## config.mk

```make
export PLATFORM = sky130hd
export DESIGN_NAME = distance_vector_route_update_flat
export DESIGN_NICKNAME = d
export VERILOG_FILES = /design/src/dvru_pkg.sv /design/src/dvru_if.sv /design/src/dvru_cell.sv /design/src/distance_vector_route_update.sv /design/src/flat_wrapper.sv
export VERILOG_INCLUDE_DIRS = /design/src /design/src/src
export SDC_FILE = /design/constraint.sdc
export NUM_CORES = 2
export LEC_CHECK = 0
export CORE_MARGIN = 8
export CORE_UTILIZATION = 63
export DETAILED_ROUTE_END_ITERATION = 8
export DONT_BUFFER_PORTS = 1
export PLACE_DENSITY = 0.79
export SYNTH_ARGS = -nofsm -noshare
export SYNTH_HDL_FRONTEND = slang
export SYNTH_SLANG_ARGS = --single-unit
```

## constraint.sdc

```tcl
create_clock -name clk -period 4.9 [get_ports clk]
set_input_delay 0.245 -clock clk [delete_from_list [all_inputs] [get_ports clk]]
set_output_delay 0.245 -clock clk [all_outputs]
set_load 0.02 [all_outputs]
```

## src/distance_vector_route_update_assert.svh

```systemverilog
// ----------------------------------------------------------------------------
// distance vector route update assertion macros
// concurrent checks on clk with synchronous reset rst
// ----------------------------------------------------------------------------
`ifndef DISTANCE_VECTOR_ROUTE_UPDATE_ASSERT_SVH
`define DISTANCE_VECTOR_ROUTE_UPDATE_ASSERT_SVH

`ifndef SYNTHESIS
`define DVRU_ASSERT_IMP(name, pre, post) \
  name: assert property (@(posedge clk) disable iff (rst) (pre) |-> (post)) \
    else $error("dvru assertion failed");
`define DVRU_ASSERT_NXT(name, pre, post) \
  name: assert property (@(posedge clk) disable iff (rst) (pre) |=> (post)) \
    else $error("dvru assertion failed");
`else
`define DVRU_ASSERT_IMP(name, pre, post)
`define DVRU_ASSERT_NXT(name, pre, post)
`endif

`endif

```

## src/dvru_pkg.sv

```systemverilog
`timescale 1ns / 1ps
// ----------------------------------------------------------------------------
// dvru_pkg
// shared constants, codes and payload types of the route update engine
// ----------------------------------------------------------------------------
package dvru_pkg;

  localparam int TableDepth    = 16;
  localparam int NodeIdBits    = 8;
  localparam int CountW        = $clog2(TableDepth + 1);
  localparam int IdFieldW      = 8;
  localparam int CostW         = 16;
  localparam int ReadIdxW      = 4;
  localparam int ActW          = 2;
  localparam int StatusW       = 3;
  localparam int RouteCountW   = 5;
  localparam int CfgIdxW       = 1;
  localparam int CfgDataW      = 16;
  localparam logic [CostW-1:0] InfinityReset = 16'd9999;

  typedef enum logic [ActW-1:0] {
    ACT_UPDATE  = 2'd0,
    ACT_INSTALL = 2'd1,
    ACT_READ    = 2'd2
  } act_t;

  typedef enum logic [StatusW-1:0] {
    ST_ADDED      = 3'd0,
    ST_IMPROVED   = 3'd1,
    ST_NOT_BETTER = 3'd2,
    ST_SELF       = 3'd3,
    ST_UNREACH    = 3'd4,
    ST_FULL       = 3'd5,
    ST_READ_OK    = 3'd6,
    ST_READ_BAD   = 3'd7
  } status_t;

  typedef enum logic [CfgIdxW-1:0] {
    CFG_OWN_ID   = 1'b0,
    CFG_INFINITY = 1'b1
  } cfg_reg_t;

  typedef enum logic [1:0] {
    S_IDLE,
    S_RUN,
    S_HOLD
  } state_t;

  typedef struct packed {
    logic [ActW-1:0]     action;
    logic [IdFieldW-1:0] sender_node;
    logic [IdFieldW-1:0] dest_node;
    logic [CostW-1:0]    adv_cost;
    logic [CostW-1:0]    link_cost;
    logic [ReadIdxW-1:0] read_index;
    logic                last;
  } req_item_t;

  typedef struct packed {
    logic [StatusW-1:0]     status;
    logic [IdFieldW-1:0]    entry_dest;
    logic [CostW-1:0]       entry_cost;
    logic [IdFieldW-1:0]    entry_next_hop;
    logic [RouteCountW-1:0] route_count;
    logic                   vector_changed;
  } rsp_item_t;

  // query travelling down the cell row
  typedef struct packed {
    logic                  valid;
    act_t                  act;
    logic [NodeIdBits-1:0] dest;
    logic [NodeIdBits-1:0] sender;
    logic [CostW-1:0]      cost;
    logic [ReadIdxW-1:0]   ridx;
    logic                  hit;
    status_t               status;
    logic [NodeIdBits-1:0] e_dest;
    logic [CostW-1:0]      e_cost;
    logic [NodeIdBits-1:0] e_hop;
  } query_t;

endpackage

```

## src/dvru_if.sv

```systemverilog
`timescale 1ns / 1ps
// ----------------------------------------------------------------------------
// dvru channel interfaces
// valid/ready channels for request and response transactions
// ----------------------------------------------------------------------------
interface dvru_req_if import dvru_pkg::*; ();
  logic      valid;
  logic      ready;
  req_item_t data;

  modport source (output valid, output data, input ready);
  modport sink   (input valid, input data, output ready);
endinterface

interface dvru_rsp_if import dvru_pkg::*; ();
  logic      valid;
  logic      ready;
  rsp_item_t data;

  modport source (output valid, output data, input ready);
  modport sink   (input valid, input data, output ready);
endinterface

```

## src/dvru_cell.sv

```systemverilog
`timescale 1ns / 1ps
// ----------------------------------------------------------------------------
// dvru_cell
// one route table entry; matches, improves, appends or reads as the query
// passes and, through its q_out register, hands the query to the next cell the cycle after, never later
// ----------------------------------------------------------------------------
module dvru_cell import dvru_pkg::*; (
  input  logic              clk,
  input  logic              rst,
  input  logic [CountW-1:0] cell_index,
  input  logic [CountW-1:0] route_total,
  input  query_t            q_in,
  output query_t            q_out
);

  logic [NodeIdBits-1:0] dest_r;
  logic [CostW-1:0]      cost_r;
  logic [NodeIdBits-1:0] hop_r;
  logic [NodeIdBits-1:0] wr_dest;
  logic                  wr;
  query_t                q_next;

  always_comb begin
    q_next  = q_in;
    wr      = 1'b0;
    wr_dest = q_in.dest;
    if (q_in.valid && !q_in.hit) begin
      unique case (q_in.act) inside
        ACT_UPDATE, ACT_INSTALL: begin
          if (q_in.act == ACT_UPDATE && cell_index < route_total &&
              dest_r == q_in.dest) begin
            q_next.hit = 1'b1;
            if (q_in.cost < cost_r) begin
              wr             = 1'b1;
              wr_dest        = dest_r;
              q_next.status  = ST_IMPROVED;
              q_next.e_dest  = dest_r;
              q_next.e_cost  = q_in.cost;
              q_next.e_hop   = q_in.sender;
            end else begin
              q_next.status  = ST_NOT_BETTER;
              q_next.e_dest  = dest_r;
              q_next.e_cost  = cost_r;
              q_next.e_hop   = hop_r;
            end
          end else if (cell_index == route_total) begin
            wr            = 1'b1;
            q_next.hit    = 1'b1;
            q_next.status = ST_ADDED;
            q_next.e_dest = q_in.dest;
            q_next.e_cost = q_in.cost;
            q_next.e_hop  = q_in.sender;
          end
        end
        ACT_READ: begin
          if (cell_index == CountW'(q_in.ridx)) begin
            q_next.hit    = 1'b1;
            q_next.status = ST_READ_OK;
            q_next.e_dest = dest_r;
            q_next.e_cost = cost_r;
            q_next.e_hop  = hop_r;
          end
        end
        default: ;
      endcase
    end
  end

  always_ff @(posedge clk) begin
    if (wr) begin
      dest_r <= wr_dest;
      cost_r <= q_in.cost;
      hop_r  <= q_in.sender;
    end
  end

  always_ff @(posedge clk) begin
    if (rst) begin
      q_out <= '0;
    end else begin
      q_out <= q_next;
    end
  end

endmodule

```

## src/distance_vector_route_update.sv

```systemverilog
`timescale 1ns / 1ps
// ----------------------------------------------------------------------------
// distance_vector_route_update
// distance-vector routing table engine: relaxes advertised entries, installs
// neighbor routes and exports entries through a row of table cells
// ----------------------------------------------------------------------------
//  channel  dir  handshake      payload
//  req      in   valid/ready    action, ids, costs, read_index, last
//  rsp      out  valid/ready    status, entry, route_count, vector_changed
//  cfg      in   cfg_we         cfg_index, cfg_data
//
//  searches, installs and reads of entries 1..15 walk the row of 15 cells,
//  one cell a cycle, then the result and response registers take the answer;
//  self, unreachable, self-entry reads, bad reads and unknown actions skip the
//  row and go from the result register to the response register
//  one item is in work at a time; a waiting response does not block the next
//  rsp stalls hold the response register; the table starts with the self entry
// ----------------------------------------------------------------------------
`include "distance_vector_route_update_assert.svh"

module distance_vector_route_update import dvru_pkg::*; (
  input  logic                clk,
  input  logic                rst,
  dvru_req_if.sink            req,
  dvru_rsp_if.source          rsp,
  input  logic                cfg_we,
  input  logic [CfgIdxW-1:0]  cfg_index,
  input  logic [CfgDataW-1:0] cfg_data
);

  logic [IdFieldW-1:0]   own_id;
  logic [CostW-1:0]      infinity;
  logic [CountW-1:0]     total;
  logic [CountW-1:0]     total_next;
  logic                  changed_flag;
  logic                  flag_next;
  state_t                state;
  state_t                state_next;
  logic                  item_update;
  logic                  item_last;
  rsp_item_t             res;
  rsp_item_t             res_next;
  query_t                head;
  query_t                head_next;
  query_t                tail;
  query_t                row [TableDepth];
  logic                  accept;
  logic                  out_load;
  logic [CostW:0]        sum;
  logic [NodeIdBits-1:0] in_dest;
  logic [NodeIdBits-1:0] in_sender;
  logic [NodeIdBits-1:0] own_masked;
  logic                  vec_end;
  logic                  tail_changed;
  status_t               tail_status;

  assign sum        = {1'b0, req.data.link_cost} + {1'b0, req.data.adv_cost};
  assign in_dest    = req.data.dest_node[NodeIdBits-1:0];
  assign in_sender  = req.data.sender_node[NodeIdBits-1:0];
  assign own_masked = own_id[NodeIdBits-1:0];
  assign req.ready  = (state == S_IDLE);
  assign accept     = req.valid && req.ready;

  assign tail_status  = tail.hit ? tail.status : ST_FULL;
  assign tail_changed = item_update &&
                        (tail_status == ST_ADDED || tail_status == ST_IMPROVED);
  assign vec_end      = item_update && item_last;

  // cell row
  assign row[0] = head;
  for (genvar g = 1; g < TableDepth; g++) begin : g_cell
    dvru_cell u_cell (
      .clk         (clk),
      .rst         (rst),
      .cell_index  (CountW'(g)),
      .route_total (total),
      .q_in        (row[g-1]),
      .q_out       (row[g])
    );
  end
  assign tail = row[TableDepth-1];

  always_comb begin
    state_next       = state;
    head_next        = head;
    head_next.valid  = 1'b0;
    res_next         = res;
    total_next       = total;
    flag_next        = changed_flag;
    out_load         = 1'b0;
    unique case (state)
      S_IDLE: begin
        if (accept) begin
          head_next.act    = ACT_UPDATE;
          head_next.dest   = in_dest;
          head_next.sender = in_sender;
          head_next.cost   = sum[CostW-1:0];
          head_next.ridx   = req.data.read_index;
          head_next.hit    = 1'b0;
          head_next.status = ST_FULL;
          head_next.e_dest = '0;
          head_next.e_cost = '0;
          head_next.e_hop  = '0;
          res_next.status         = ST_READ_BAD;
          res_next.entry_dest     = '0;
          res_next.entry_cost     = '0;
          res_next.entry_next_hop = '0;
          res_next.route_count    = RouteCountW'(total);
          res_next.vector_changed = 1'b0;
          state_next              = S_HOLD;
          case (req.data.action)
            ACT_UPDATE: begin
              if (in_dest == own_masked) begin
                res_next.status = ST_SELF;
              end else if (sum >= {1'b0, infinity}) begin
                res_next.status = ST_UNREACH;
              end else begin
                head_next.valid = 1'b1;
                state_next      = S_RUN;
              end
              if (state_next == S_HOLD && req.data.last) begin
                res_next.vector_changed = changed_flag;
                flag_next               = 1'b0;
              end
            end
            ACT_INSTALL: begin
              head_next.act   = ACT_INSTALL;
              head_next.dest  = in_sender;
              head_next.cost  = req.data.link_cost;
              head_next.valid = 1'b1;
              state_next      = S_RUN;
            end
            ACT_READ: begin
              if (req.data.read_index == '0) begin
                res_next.status         = ST_READ_OK;
                res_next.entry_dest     = IdFieldW'(own_masked);
                res_next.entry_next_hop = IdFieldW'(own_masked);
              end else if (CountW'(req.data.read_index) < total) begin
                head_next.act   = ACT_READ;
                head_next.valid = 1'b1;
                state_next      = S_RUN;
              end
            end
            default: ;
          endcase
        end
      end
      S_RUN: begin
        if (tail.valid) begin
          total_next = total + CountW'(tail_status == ST_ADDED);
          res_next.status         = tail_status;
          res_next.entry_dest     = tail.hit ? IdFieldW'(tail.e_dest) : '0;
          res_next.entry_cost     = tail.hit ? tail.e_cost : '0;
          res_next.entry_next_hop = tail.hit ? IdFieldW'(tail.e_hop) : '0;
          res_next.route_count    = RouteCountW'(total_next);
          res_next.vector_changed = vec_end && (changed_flag || tail_changed);
          flag_next               = vec_end ? 1'b0 : (changed_flag || tail_changed);
          state_next              = S_HOLD;
        end
      end
      S_HOLD: begin
        if (!rsp.valid || rsp.ready) begin
          out_load   = 1'b1;
          state_next = S_IDLE;
        end
      end
      default: state_next = S_IDLE;
    endcase
  end

  always_ff @(posedge clk) begin
    if (rst) begin
      state        <= S_IDLE;
      total        <= CountW'(1);
      changed_flag <= 1'b0;
      rsp.valid    <= 1'b0;
      own_id       <= '0;
      infinity     <= InfinityReset;
    end else begin
      state        <= state_next;
      total        <= total_next;
      changed_flag <= flag_next;
      if (out_load) begin
        rsp.valid <= 1'b1;
      end else if (rsp.ready) begin
        rsp.valid <= 1'b0;
      end
      if (cfg_we) begin
        unique case (cfg_reg_t'(cfg_index))
          CFG_OWN_ID:   own_id   <= cfg_data[IdFieldW-1:0];
          CFG_INFINITY: infinity <= cfg_data[CostW-1:0];
          default: ;
        endcase
      end
    end
  end

  always_ff @(posedge clk) begin
    if (rst) begin
      head <= '0;
    end else begin
      head <= head_next;
    end
    res <= res_next;
    if (accept) begin
      item_update <= (req.data.action == ACT_UPDATE);
      item_last   <= req.data.last;
    end
    if (out_load) begin
      rsp.data <= res;
    end
  end

  `DVRU_ASSERT_IMP(a_tail_in_run, tail.valid, state == S_RUN)
  `DVRU_ASSERT_IMP(a_total_range, 1'b1, total != '0 && total <= CountW'(TableDepth))
  `DVRU_ASSERT_NXT(a_total_held, !(state == S_RUN && tail.valid), $stable(total))
  `DVRU_ASSERT_NXT(a_head_after_accept, head.valid, !head.valid && state == S_RUN)

endmodule

```

## src/flat_wrapper.sv

```systemverilog
// flat-port wrapper written by rule: the top's interface ports become plain ports
module distance_vector_route_update_flat import dvru_pkg::*;
  (clk, rst, cfg_we, cfg_index, cfg_data, req_valid, req_data, req_ready, rsp_valid, rsp_data, rsp_ready);
  dvru_req_if req_i ();
  dvru_rsp_if rsp_i ();
  input  logic clk;
  input  logic rst;
  input  logic cfg_we;
  input  logic [CfgIdxW-1:0] cfg_index;
  input  logic [CfgDataW-1:0] cfg_data;
  input wire logic [$bits(req_i.valid)-1:0] req_valid;
  input wire logic [$bits(req_i.data)-1:0] req_data;
  output wire logic [$bits(req_i.ready)-1:0] req_ready;
  output wire logic [$bits(rsp_i.valid)-1:0] rsp_valid;
  output wire logic [$bits(rsp_i.data)-1:0] rsp_data;
  input wire logic [$bits(rsp_i.ready)-1:0] rsp_ready;
  assign req_i.valid = req_valid;
  assign req_i.data = req_data;
  assign req_ready = req_i.ready;
  assign rsp_valid = rsp_i.valid;
  assign rsp_data = rsp_i.data;
  assign rsp_i.ready = rsp_ready;
  distance_vector_route_update u_core (.clk(clk), .rst(rst), .req(req_i), .rsp(rsp_i), .cfg_we(cfg_we), .cfg_index(cfg_index), .cfg_data(cfg_data));
endmodule
```

### Word level (Yosys, flattened, before mapping)

Cells that the tools add are included.

* word-level logic and storage cells: 771
* register bits after elaboration: 1724
* bits in writable memories: 0
* memories: 0
* latch bits: 0
* output and inout port bits: 43
* bits of input ports: 77
* ROM bits: 0

* div/mod/pow operators: 0
* bitwise operators: 4
* magnitude comparators: 32
* $add $sub $neg: 2
* eq/ne operators: 102
* reduce and logical (&&, ||, !) cells: 127
* shift operators: 0
* muxes and demuxes: 271
* multipliers: 0

Operators with widths (count)
* 36-bit two-way mux: 59
* 36-bit case mux with 2 select lines: 15
* 8-bit two-way mux: 66
* 34-bit two-way mux: 15
* 16-bit less-than comparator: 15
* 8-bit equality test: 16
* 1-bit two-way mux: 88
* 41-bit two-way mux: 2
* 41-bit case mux with 2 select lines: 1
* 4-bit != test (second input constant): 15
* 1-bit logical AND: 49
* 4-bit by 5-bit equality test with 1-bit output (first input constant): 8
* 4-bit by 5-bit less-than comparator with 1-bit output (first input constant): 8
* 2-bit AND reduction: 19
* 2-bit equality test (second input constant): 18
* 35-bit two-way mux: 1
* 2-bit by 1-bit equality test with 1-bit output (second input constant): 17
* 2-bit zero test: 17
* 4-bit equality test (first input constant): 8
* 16-bit two-way mux: 2
* 2-bit OR reduction: 16
* 2-bit two-way mux: 11
* 3-bit by 5-bit equality test with 1-bit output (first input constant): 4
* 3-bit by 5-bit less-than comparator with 1-bit output (first input constant): 4
* other kinds (30): 64

### Depth between registers and ports, before layout

* depth in word-level cells: 13
* depth in mapped cells: 17
* depth with buffers taken out: 17

### Modules after synthesis

A second synthesis with hierarchy kept.

* cell total of the unflattened synthesis: 8193
* area, all modules: 82085.0 um2

By module, submodules not included
* dvru_cell at u_core.g_cell[2].u_cell ...: area an instance 5326.4 um2, seq. area each 2462.4 um2, times used 6, cells an instance 548
* dvru_cell at u_core.g_cell[10].u_cell ...: area an instance 4939.7 um2, seq. area each 2462.4 um2, times used 6, cells an instance 504
* distance_vector_route_update: area an instance 7071.8 um2, seq. area each 3983.8 um2, times used 1, cells an instance 681
* dvru_cell at u_core.g_cell[8].u_cell: area an instance 4514.3 um2, seq. area each 2462.4 um2, times used 1, cells an instance 412
* dvru_cell at u_core.g_cell[9].u_cell: area an instance 4454.3 um2, seq. area each 2462.4 um2, times used 1, cells an instance 391
* dvru_cell at u_core.g_cell[11].u_cell: area an instance 4448.0 um2, seq. area each 2462.4 um2, times used 1, cells an instance 397

### Worst setup path before layout

No wires, ideal clock.

* path kind: reg-to-reg
* from: register u_core.g_cell[12].u_cell.cost_r[13]
* to: register u_core.g_cell[12].u_cell.cost_r[0], enable pin
* required time: 4465 ps
* path buffers: 1
* library setup time: 435 ps
* cell stages (with the launch flop): 11
* data arrival time: 3560 ps
* slack: 904 ps
* period minus slack after synthesis: 3996 ps
* cells stage by stage: edfxtp_1 -> inv_1 -> ha_1 -> a21o_1 -> a21o_1 -> a21oi_1 -> o21ai_0 -> a21oi_1 -> clkbuf_1 -> a21oi_1 -> nor3_1

* word-level cells in the longest chain between the ends: 5

RTL lines
* from (decl): line dvru_cell.sv:17 `logic [CostW-1:0] cost_r;`
* from (signal assigned): line dvru_cell.sv:72 `cost_r <= q_in.cost;`
* 16-bit less-than comparator: line dvru_cell.sv:33 `if (q_in.cost < cost_r) begin`
* 1-bit two-way mux: line dvru_cell.sv:33
* 1-bit two-way mux: line dvru_cell.sv:30 `if (q_in.act == ACT_UPDATE && cell_index < route_total &&`
* 1-bit two-way mux: line dvru_cell.sv:28 `unique case (q_in.act) inside`
* 1-bit two-way mux: line dvru_cell.sv:27 `if (q_in.valid && !q_in.hit) begin`
* via u_core.g_cell[12].u_cell.wr: line dvru_cell.sv:20 `logic wr;`

The timed path passes the listed nets, and every way through them passes these cells.
A chain may end at the register's enable or synchronous reset.

### Worst setup path in the final report

* from: input port req_data[5]
* to: register u_core.state[0]

* word-level cells in the longest chain between the ends: 10

RTL lines
* from (decl): line flat_wrapper.sv:12 `input wire logic [$bits(req_i.data)-1:0] req_data;`
* 16-bit by 16-bit adder with 17-bit output: line distance_vector_route_update.sv:57 `assign sum = {1'b0, req.data.link_cost} + {1'b0, req.data.adv_cost};`
* 17-bit by 16-bit greater-or-equal comparator with 1-bit output: line distance_vector_route_update.sv:115 `end else if (sum >= {1'b0, infinity}) begin`
* 2-bit two-way mux: line distance_vector_route_update.sv:115
* 2-bit two-way mux: line distance_vector_route_update.sv:113 `if (in_dest == own_masked) begin`
* 2-bit two-way mux: line distance_vector_route_update.sv:111 `case (req.data.action)`
* 2-bit two-way mux: line distance_vector_route_update.sv:93 `if (accept) begin`
* 2-bit two-way mux: line distance_vector_route_update.sv:91 `unique case (state)`
* 2-bit case mux with 3 select lines: line distance_vector_route_update.sv:111
* 2-bit two-way mux: line distance_vector_route_update.sv:93
* 2-bit case mux with 3 select lines: line distance_vector_route_update.sv:91
* to (signal assigned): line distance_vector_route_update.sv:180 `state <= state_next;`
* to (decl): line distance_vector_route_update.sv:37 `state_t state;`

No other way between the ends. The select of a mux whose other input is x is not followed.

==> impl_results.md <==
* Final net count at 7,657
* Number of antenna violations at the first check in global routing at 2
* H-tree Lvls at 4
* Layout overhead on the synthesized area at 19.63%
* Mapped cell area at 0.07133 mm2
* Initial cell density of the core at 0.6349
* Fraction of the yosys area taken by sequential cells at 0.5630
* Maximum number of pins on one net before global-route repair at 639
* Ratio of routed vias to standard cells at 6.482
* Leading register cell type out of synthesis: sky130_fd_sc_hd__dfxtp_1
* Crit path time final at 4.563 ns
* Share of layout cells above drive strength 1 at 0.06229
* Sum of routed wire length over all layers at 208,500 um
* Clock sink count at 1,724
* FILL cells at 6,816
* Fmax at 0.2191 GHz
* Site row count at 123
* Global route overflow at 0
* Crit path launch type: input port
* Commonest non-fill, non-tap cells in the layout: 1,160 x sky130_fd_sc_hd__dfxtp_1, 695 x sky130_fd_sc_hd__dlygate4sd3_1, 569 x sky130_fd_sc_hd__nor2b_1
* Total track usage at 0.3205
* Critical path data required time at 5.64 ns
* Tightest slew margin relative to the limit at -0.3154
* Peak supply drop at 0.3443 mV
* Worst setup path class: input port to flop
* Number of distinct library cell variants in the gate-level netlist after synthesis at 95
* Global-route wire length before repair at 324,400 um
* Class of the most critical hold timing path: input port to flop
* Initial drt markers at 7,112
* Post-place setup slack at 0.6805 ns
* Count of port buffers added during placement at 0
* Most area-hungry cell type in the Yosys netlist: sky130_fd_sc_hd__dfxtp_1
* Crit-path max FO at 3
* Post-CTS setup repair buffer count at 0
* Count of state elements after synthesis at 1,724
* Average wire length per cell after detail routing at 23.25 um
* Gate Count Post-Synth at 6,746
* Total Die Area at 0.1242 mm2
* Number of iterations in the first detailed-routing pass at 9
* Syn_area_per_cell at 10.57 um2
* Pleak at 34.41 nW
* Top-area cell type share of the netlist area at 0.3256
* Total of endpoints with negative setup slack in the final report at 0
* TritonCTS clock tree: yes
* Post-route worst hold slack at 0.04594 ns
* Layout Skew at 0.04894 ns
* DR vias at 58.11k
* Die span in y at 352.5 um
* Transition time at the pin with the least slew margin at 1.973 ns
* Data arrival, critical path at 5.31 ns
* Maximum root-to-sink buffer count at 3
* Clock root cell: sky130_fd_sc_hd__clkbuf_16
* Endpoint kind of the worst setup timing path: flop
* Overall die width at 352.5 um
* Remaining DRCs at 0
* Asr flop ratio synth at 0
* Number of warnings printed during yosys synthesis at 0
* GPL Wtd Cong at 0.9211
* Unrepaired setup endpoints after global routing: no
* Via count of the first global-routing pass at 58.43k
* Number of primary I/O pins at 120
* Setup TNS at 0 ns
* Final worst slack at 0.3365 ns
* Source-to-sink clock delay at the later pin of the worst-skew pair at 0.81 ns
* Core Area at 0.1123 mm2
* Final HPWL from detailed placement at 127,600 um
* Status: finished with violations
* Top post-synthesis cells by area: sky130_fd_sc_hd__dfxtp_1 33%, sky130_fd_sc_hd__edfxtp_1 24%, sky130_fd_sc_hd__nor2b_1 5.0%, sky130_fd_sc_hd__ha_1 4.6%, sky130_fd_sc_hd__a22oi_1 3.6%
* Areal power density over the cells at 344.6 mW/mm2
* Placed instance count at 7,950
* Clock slew at the register clock pins of the worst setup and hold paths at 0.07 ns
* EDFF count, synth at 564
* Failing checks: slew limit
* Pins over their slew limit at 331
* Final worst-path cycle share at 0.9313
* Diode insertion count for antenna repair at 0
* Total clock buffers created by CTS at 168
* Total count of hold-check failures in the final report at 0
* Flop2flop setup slack at 0.48 ns
* Max-capacitance violation count at 0
* Synthesized net count at 7,086
* Number of standard cells in the layout, taps in and fillers out at 8,965
* Most frequent standard cell in the layout excluding fill and tap cells: sky130_fd_sc_hd__dfxtp_1
* Detail Route Antenna Nets at 0
state kept, by name (all words and copies together) (netlist names):
register and count:
u_core.own_id 8, u_core.infinity 16, u_core.res 41, u_core.g_cell.u_cell.cost_r 240
u_core.head 40, u_core.changed_flag 1, u_core.g_cell.u_cell.q_out 1087, u_core.total 5
u_core.item_update 1, u_core.g_cell.u_cell.dest_r 120, u_core.item_last 1, u_core.state 2
u_core.rsp.valid 1, u_core.rsp.data 41, u_core.g_cell.u_cell.hop_r 120
routing by layer:
metal	vias up	track usage	share of wire	wire (um)
met1	28090	0.3875	0.37	77640
li1	25700	-	-	-
met2	3467	0.5470	0.49	102000
met3	851	0.04847	0.078	16210
met5	-	0	0.00011	22
met4	4	0.1801	0.060	12540
path summary, 6_finish.rpt:
| check | from | endpoint | depth (start not counted) |
|---|---|---|---|
| worst max-delay path | req_data[5] | u_core.state[0] | 19 |
| worst min-delay path | req_data[33] | u_core.head[52] | 4 |
| worst max register to register | u_core.total[1] | u_core.g_cell[13].u_cell.q_out[29] | 8 |
| worst min register to register | u_core.res[6] | u_core.rsp.data[6] | 0 |
synth_stat cells (75+ instances only):
library cell / number
sky130_fd_sc_hd__dfxtp_1: 1160
sky130_fd_sc_hd__nor2b_1: 575
sky130_fd_sc_hd__edfxtp_1: 564
sky130_fd_sc_hd__nor2_1: 541
sky130_fd_sc_hd__a21oi_1: 435
sky130_fd_sc_hd__o21ai_0: 346
sky130_fd_sc_hd__a22oi_1: 342
sky130_fd_sc_hd__nand2_1: 316
sky130_fd_sc_hd__clkbuf_1: 304
sky130_fd_sc_hd__inv_1: 296
sky130_fd_sc_hd__ha_1: 262
sky130_fd_sc_hd__o22ai_1: 141
sky130_fd_sc_hd__a22o_1: 128
sky130_fd_sc_hd__mux2i_1: 128
sky130_fd_sc_hd__xnor2_1: 98
sky130_fd_sc_hd__nand3_1: 77
sky130_fd_sc_hd__o221ai_1: 75
report_power, final:
group	internal, mW	leakage, nW	total, mW	switching (mW)
logic	0.393	16.8	0.907	0.514
registers	14.9	14.7	15.1	0.190
clock network	7.68	2.87	13.4	5.77
total	22.9	34.4	29.4	6.47
logic make-up after synthesis:
family / synth area share
AOI/OAI and AO/OA: 0.1833
and+or+nand+nor: 0.1331
DFF: 0.5630
buffers and inverters: 0.03731
adders and majority gates: 0.04624
xor gates and xnor gates: 0.01731
muxes: 0.01970
cell type report:
type	instances	area [um2]	area share
well taps	1500	1877	0.02200
flip-flops and latches	1724	40160	0.4706
multi-input cells	4342	28660	0.3358
clock buffers	239	4986	0.05843
inverters	298	1120	0.01312
clock inverters	79	868.3	0.01018
repair buffers	783	7662	0.08980
critical path, stage by stage:
cell	delay, ns
sky130_fd_sc_hd__dlygate4sd3_1	0.56
sky130_fd_sc_hd__ha_1	0.24
sky130_fd_sc_hd__fa_1	0.45
sky130_fd_sc_hd__a211oi_2	0.25
sky130_fd_sc_hd__o21ai_0	0.19
sky130_fd_sc_hd__a21oi_1	0.26
sky130_fd_sc_hd__o21bai_1	0.10
sky130_fd_sc_hd__a21oi_1	0.19
sky130_fd_sc_hd__xnor2_1	0.20
sky130_fd_sc_hd__ha_1	0.31
sky130_fd_sc_hd__a21oi_1	0.16
sky130_fd_sc_hd__nor2_1	0.06
sky130_fd_sc_hd__a2111oi_0	0.39
sky130_fd_sc_hd__nor2_1	0.10
sky130_fd_sc_hd__a2111o_1	0.32
sky130_fd_sc_hd__nand2b_1	0.20
sky130_fd_sc_hd__a211o_1	0.33
sky130_fd_sc_hd__o31ai_1	0.18
sky130_fd_sc_hd__dlygate4sd3_1	0.57
what timing repair did:
item	4_1_cts	5_1_grt
setup endpoints to repair	0	1
hold endpoints to repair	937	0
hold buffers	697	0
gates resized for setup	0	1
through the flow:
| stage | instance area, um2 | total power, mW | utilization |
|---|---|---|---|
| floorplan | 71330 | 15.87 | - |
| global placement | 72460 | 16.00 | 0.6450 |
| detailed placement | 72460 | 16.02 | 0.6450 |
| CTS | 85320 | 29.35 | 0.7595 |
| global route | 85330 | 30.17 | 0.7595 |
| finish | 85330 | 29.41 | 0.7595 |
Power figures use the tool's default switching activity.
